$ cat src/sv/ordered_array_list_assert.svh
// Assertion macros for the ordered array list.
// Each macro carries its own trailing semicolon, so a use stands alone on its line.
`ifndef ORDERED_ARRAY_LIST_ASSERT_SVH
`define ORDERED_ARRAY_LIST_ASSERT_SVH
`ifndef SYNTH
// A property that must hold at every clock edge outside reset.
`define OAL_ASSERT(lbl, clk, rst, prop) \
   lbl: assert property (@(posedge clk) disable iff (rst) (prop)) \
      else $error("ordered list check failed");
// A consequence that must hold in the same cycle as its trigger.
`define OAL_ASSERT_IMP(lbl, clk, rst, ante, cons) \
   lbl: assert property (@(posedge clk) disable iff (rst) (ante) |-> (cons)) \
      else $error("ordered list check failed");
// A consequence that must hold in the cycle after its trigger.
`define OAL_ASSERT_NXT(lbl, clk, rst, ante, cons) \
   lbl: assert property (@(posedge clk) disable iff (rst) (ante) |=> (cons)) \
      else $error("ordered list check failed");
`else
`define OAL_ASSERT(lbl, clk, rst, prop)
`define OAL_ASSERT_IMP(lbl, clk, rst, ante, cons)
`define OAL_ASSERT_NXT(lbl, clk, rst, ante, cons)
`endif
`endif

$ cat src/sv/oal_pkg.sv
`default_nettype none

package oal_pkg;

   // Default sizes of the list.
   localparam int LIST_DEPTH_DEF = 32;
   localparam int KEY_BITS_DEF   = 64;

   // Fixed widths of the request and response fields.
   localparam int OPCODE_BITS = 3;
   localparam int POS_BITS    = 5;
   localparam int DATA_BITS   = 64;
   localparam int STATUS_BITS = 2;
   localparam int COUNT_BITS  = 6;

   // Operation codes of a request.
   typedef enum logic [OPCODE_BITS-1:0] {
      OP_INSERT = 3'd0,
      OP_APPEND = 3'd1,
      OP_DELETE = 3'd2,
      OP_READ   = 3'd3,
      OP_UPDATE = 3'd4,
      OP_FIND   = 3'd5,
      OP_CLEAR  = 3'd6,
      OP_NOP    = 3'd7
   } op_type;

   // Status codes of a response.
   typedef enum logic [STATUS_BITS-1:0] {
      ST_OK    = 2'd0,
      ST_FULL  = 2'd1,
      ST_RANGE = 2'd2,
      ST_MISS  = 2'd3
   } status_type;

   // Broadcast command to every cell of the chain.
   typedef struct packed {
      logic ins_en;
      logic del_en;
      logic upd_en;
   } cell_ctl_type;

   // Flags that each cell reports back.
   typedef struct packed {
      logic hit;
      logic here;
   } cell_stat_type;

endpackage

`default_nettype wire

$ cat src/sv/oal_cell.sv
`default_nettype none

module oal_cell #(
   parameter int KEY_BITS = oal_pkg::KEY_BITS_DEF,
   parameter int POS_W    = oal_pkg::POS_BITS,
   parameter int INDEX    = 0
) (
   input  logic                          clock,
   input  oal_pkg::cell_ctl_type         ctl,
   input  logic [POS_W-1:0]              pos,
   input  logic [POS_W-1:0]              cnt,
   input  logic [KEY_BITS-1:0]           new_title,
   input  logic [oal_pkg::DATA_BITS-1:0] new_payload,
   input  logic [KEY_BITS-1:0]           key,
   input  logic [KEY_BITS-1:0]           prev_title,
   input  logic [oal_pkg::DATA_BITS-1:0] prev_payload,
   input  logic [KEY_BITS-1:0]           next_title,
   input  logic [oal_pkg::DATA_BITS-1:0] next_payload,
   output logic [KEY_BITS-1:0]           title,
   output logic [oal_pkg::DATA_BITS-1:0] payload,
   output oal_pkg::cell_stat_type        stat
);
   import oal_pkg::*;

   localparam logic [POS_W-1:0] MY_INDEX = POS_W'(INDEX);

   logic [KEY_BITS-1:0]  title_ff;
   logic [KEY_BITS-1:0]  title_in;
   logic [DATA_BITS-1:0] payload_ff;
   logic [DATA_BITS-1:0] payload_in;

   // Choose between holding, taking a neighbour's entry or taking the new entry.
   always_comb begin
      title_in   = title_ff;
      payload_in = payload_ff;
      if (ctl.ins_en) begin
         if (MY_INDEX > pos) begin
            title_in   = prev_title;
            payload_in = prev_payload;
         end else if (MY_INDEX == pos) begin
            title_in   = new_title;
            payload_in = new_payload;
         end
      end else if (ctl.del_en) begin
         if (MY_INDEX >= pos) begin
            title_in   = next_title;
            payload_in = next_payload;
         end
      end else if (ctl.upd_en && (MY_INDEX == pos)) begin
         title_in   = new_title;
         payload_in = new_payload;
      end
   end

   // Entry storage; contents beyond the count are never observed.
   always_ff @(posedge clock) begin
      title_ff   <= title_in;
      payload_ff <= payload_in;
   end

   // Position match and key comparison, valid only below the count.
   assign stat.here = (pos == MY_INDEX);
   assign stat.hit  = (MY_INDEX < cnt) && (title_ff == key);

   assign title   = title_ff;
   assign payload = payload_ff;

endmodule

`default_nettype wire

$ cat config.mk
export PLATFORM = sky130hd
export DESIGN_NAME = oal_cell
export DESIGN_NICKNAME = d
export VERILOG_FILES = /design/src/sv/ordered_array_list_assert.svh /design/src/sv/oal_pkg.sv /design/src/sv/oal_cell.sv
export SDC_FILE = /design/constraint.sdc
export NUM_CORES = 1
export LEC_CHECK = 0
export BUFFER_PORTS_ARGS = -buffer_cell sky130_fd_sc_hd__buf_2
export CAP_MARGIN = 40
export CORE_AREA = 2 2 233 235
export DETAILED_ROUTE_END_ITERATION = 16
export DIE_AREA = 0 0 235 237
export PLACE_DENSITY = 0.32
export SETUP_SLACK_MARGIN = 0.5
export SLEW_MARGIN = 20
export SYNTH_ARGS = -nofsm -noshare
export SYNTH_HDL_FRONTEND = slang
export SYNTH_SLANG_ARGS = --single-unit
$ cat constraint.sdc
create_clock -name clock -period 12.25 [get_ports clock]
set_input_delay 2.45 -clock clock [delete_from_list [all_inputs] [get_ports clock]]
set_output_delay 2.45 -clock clock [all_outputs]
set_load 0.1 [all_outputs]
==> run_results.csv <==
group,metric,value,unit
run_status,status,"finished clean",
routing,drc_errors,0,
power_and_ir_drop,p_per_area,121,nW/um^2
grt,grt-ovfl-total,0,
worst_setup_path,cp-start-kind,"input port",
timing,finalSetupTns,0,ps
floorplanning,coreArea,53300,sq um
clocking,cts_sinks,128,
yosys,synth_largest_area_cell,"edfxtp_1",
grt,grt_max_degree,59,
clocking,path_clk_slew,60,ps
floorplanning,ios,592,
clocking,ctsResizeCount,0,
floorplanning,start_util,11.5,%
floorplanning,die_area,55700,sq um
final_layout,drive_above_1_share,74.1,%
yosys,yosys.area.top_type_share,63.0,%
worst_setup_path,critical_path_class,"in -> out",
placement,hpwlAfterDp,19300,microns
clocking,cts_tree,"yes",
clocking,cts_made_buffers,17,
routing,vias,4929,
grt,grt_usage,8.85,%
routing,drt-initial-drc-count,129,
yosys,synthTopCellsByArea,"edfxtp_1 63%, mux2_2 24%, xnor2_1 9.2%, nand4_1 1.5%, buf_2 1.1%",
clocking,clockBufferDepth,2,
worst_setup_path,critPathArrivalTime,4820,ps
final_layout,final_net_count,1300,
grt,grt_pass1_wl,35400,microns
final_layout,n_fill_cell,5891,
routing,first_pass_iters,4,
yosys,synth-seq-cells,128,
power_and_ir_drop,p_leak,3.96,nW
grt,grt_pass1_vias,5425,
clocking,htreeDepth,4,
grt,antenna_found_initial,0,
timing,final.period_utilization,59.3,%
clocking,post_cts_buffers,0,
routing,wl,24000,microns
power_and_ir_drop,worst_ir_drop_vdd,0.0000820,V
timing,hold_viol,0,
timing,fmax,138,MHz
timing,rsz0062_at_grt,"false",
clocking,hold_buffers,0,
min_path,min_path_type,"in -> reg",
yosys,yosysSeqAreaShare,63.0,%
timing,slew_viol_final,0,
yosys,synth_cell_type_count,14,
timing,tightestPinTransition,658,ps
final_layout,final_util,18.6,%
worst_setup_path,crit_path_end_kind,"output port",
floorplanning,rows,85,
placement,dpl_cell_area,9310,sq um
routing,wl_per_cell,15.5,microns
yosys,synthesis.area,6100,sq um
yosys,synthCells,362,
placement,port_buffers,463,
clocking,root_buffer,"clkbuf_16",
floorplanning,die_h,237,microns
worst_setup_path,cp_max_fo,1,
timing,finalSetupViolCount,0,
yosys,yosysWarnings,0,
final_layout,fin_area,9940,sq um
yosys,synth_area_per_cell,16.9,sq um
timing,relSlewSlack,55.7,%
routing,ant_nets,0,
run,cap_violations,0,
placement,place.gp.congestion,0.776,
routing,viasPerCell,3.19,
yosys,synth_nets,824,
worst_setup_path,worst-endpoint-required,9800,ps
floorplanning,die_w,235,microns
timing,fin_crit,7270,ps
final_layout,diodes,0,
final_layout,syn2layout_area_growth,62.8,%
-- path summary, 6_finish.rpt --
kind / endpoint / slack (ps) / from / depth (start not counted)
worst max-delay path: stat[1] / 4980 / key[16] / 7
worst min-delay path: payload[22] / 2290 / new_payload[22] / 2
-- flip-flops by register name (all words and copies together) (netlist names) --
name     flops
payload     64
title       64
-- per-stage QoR --
stage	power [mW]	setup slack, ps	instances	hold slack, ps
after floorplan	0.621	4170	362	2670
after global placement	0.697	4910	1511	2750
after detailed placement	0.698	4790	1513	2750
after CTS	1.24	4780	1544	2220
after global routing	1.27	4750	1546	2240
final	1.21	4980	1546	2290
-- final cells by class --
type | instances | area, sq um | area share (%)
timing repair buffer | 471 | 2450 | 24.7
tap | 696 | 871 | 8.76
multi-input combinational | 220 | 2200 | 22.1
clock inverter | 14 | 149 | 1.50
clock buffer | 17 | 425 | 4.28
sequential | 128 | 3840 | 38.7
-- report_power, final --
group	internal, mW	switching [mW]	total [mW]
logic	0.0843	0.105	0.189
registers	0.495	0.00397	0.499
clock network	0.313	0.206	0.519
-- worst max-delay path, cell delays in order --
cell     delay, ps
buf_2          100
xnor2_1        160
nand4_1        360
nor4_1         630
nand3_1        310
nor4_2         330
buf_2          470
-- cells in the final DEF, fill, tap and decap left out --
cell / instances
buf_2: 463
mux2_2: 128
edfxtp_1: 128
xnor2_1: 64
clkbuf_16: 17
nand4_1: 15
clkinv_1: 4
clkinv_2: 4
buf_4: 4
bufinv_16: 3
buf_16: 3
or4_1: 2
nor4_2: 2
nor3_1: 2
nand3_1: 2
clkinvlp_4: 2
nor2_1: 1
nor2b_4: 1
o31a_2: 1
nor4_1: 1
o211ai_1: 1
clkinv_4: 1
buf_12: 1
-- logic make-up after synthesis --
logic type / synth area share (%)
muxes: 23.6
DFF: 63.0
xor gates and xnor gates: 9.19
and+or+nand+nor: 2.79
buffers and inverters: 1.15
AOI/OAI and AO/OA: 0.267
-- routing by layer --
layer / vias to the layer above / share of wire [%] / GRT usage, %
li1: 2354 / - / -
met1: 2270 / 39 / 9.51
met2: 288 / 49 / 14.7
met3: 17 / 9.9 / 4.30
met4: 0 / 1.8 / 3.97
met5: - / 0 / 0
-- synthesized netlist by cell type --
master / n
edfxtp_1: 128
mux2_2: 128
xnor2_1: 64
nand4_1: 15
buf_2: 14
nand3_1: 2
nor3_1: 2
nor4_2: 2
or4_1: 2
nor2_1: 1
nor2b_1: 1
nor4_1: 1
o211ai_1: 1
o31a_1: 1
(Power assumes the default switching activity.)
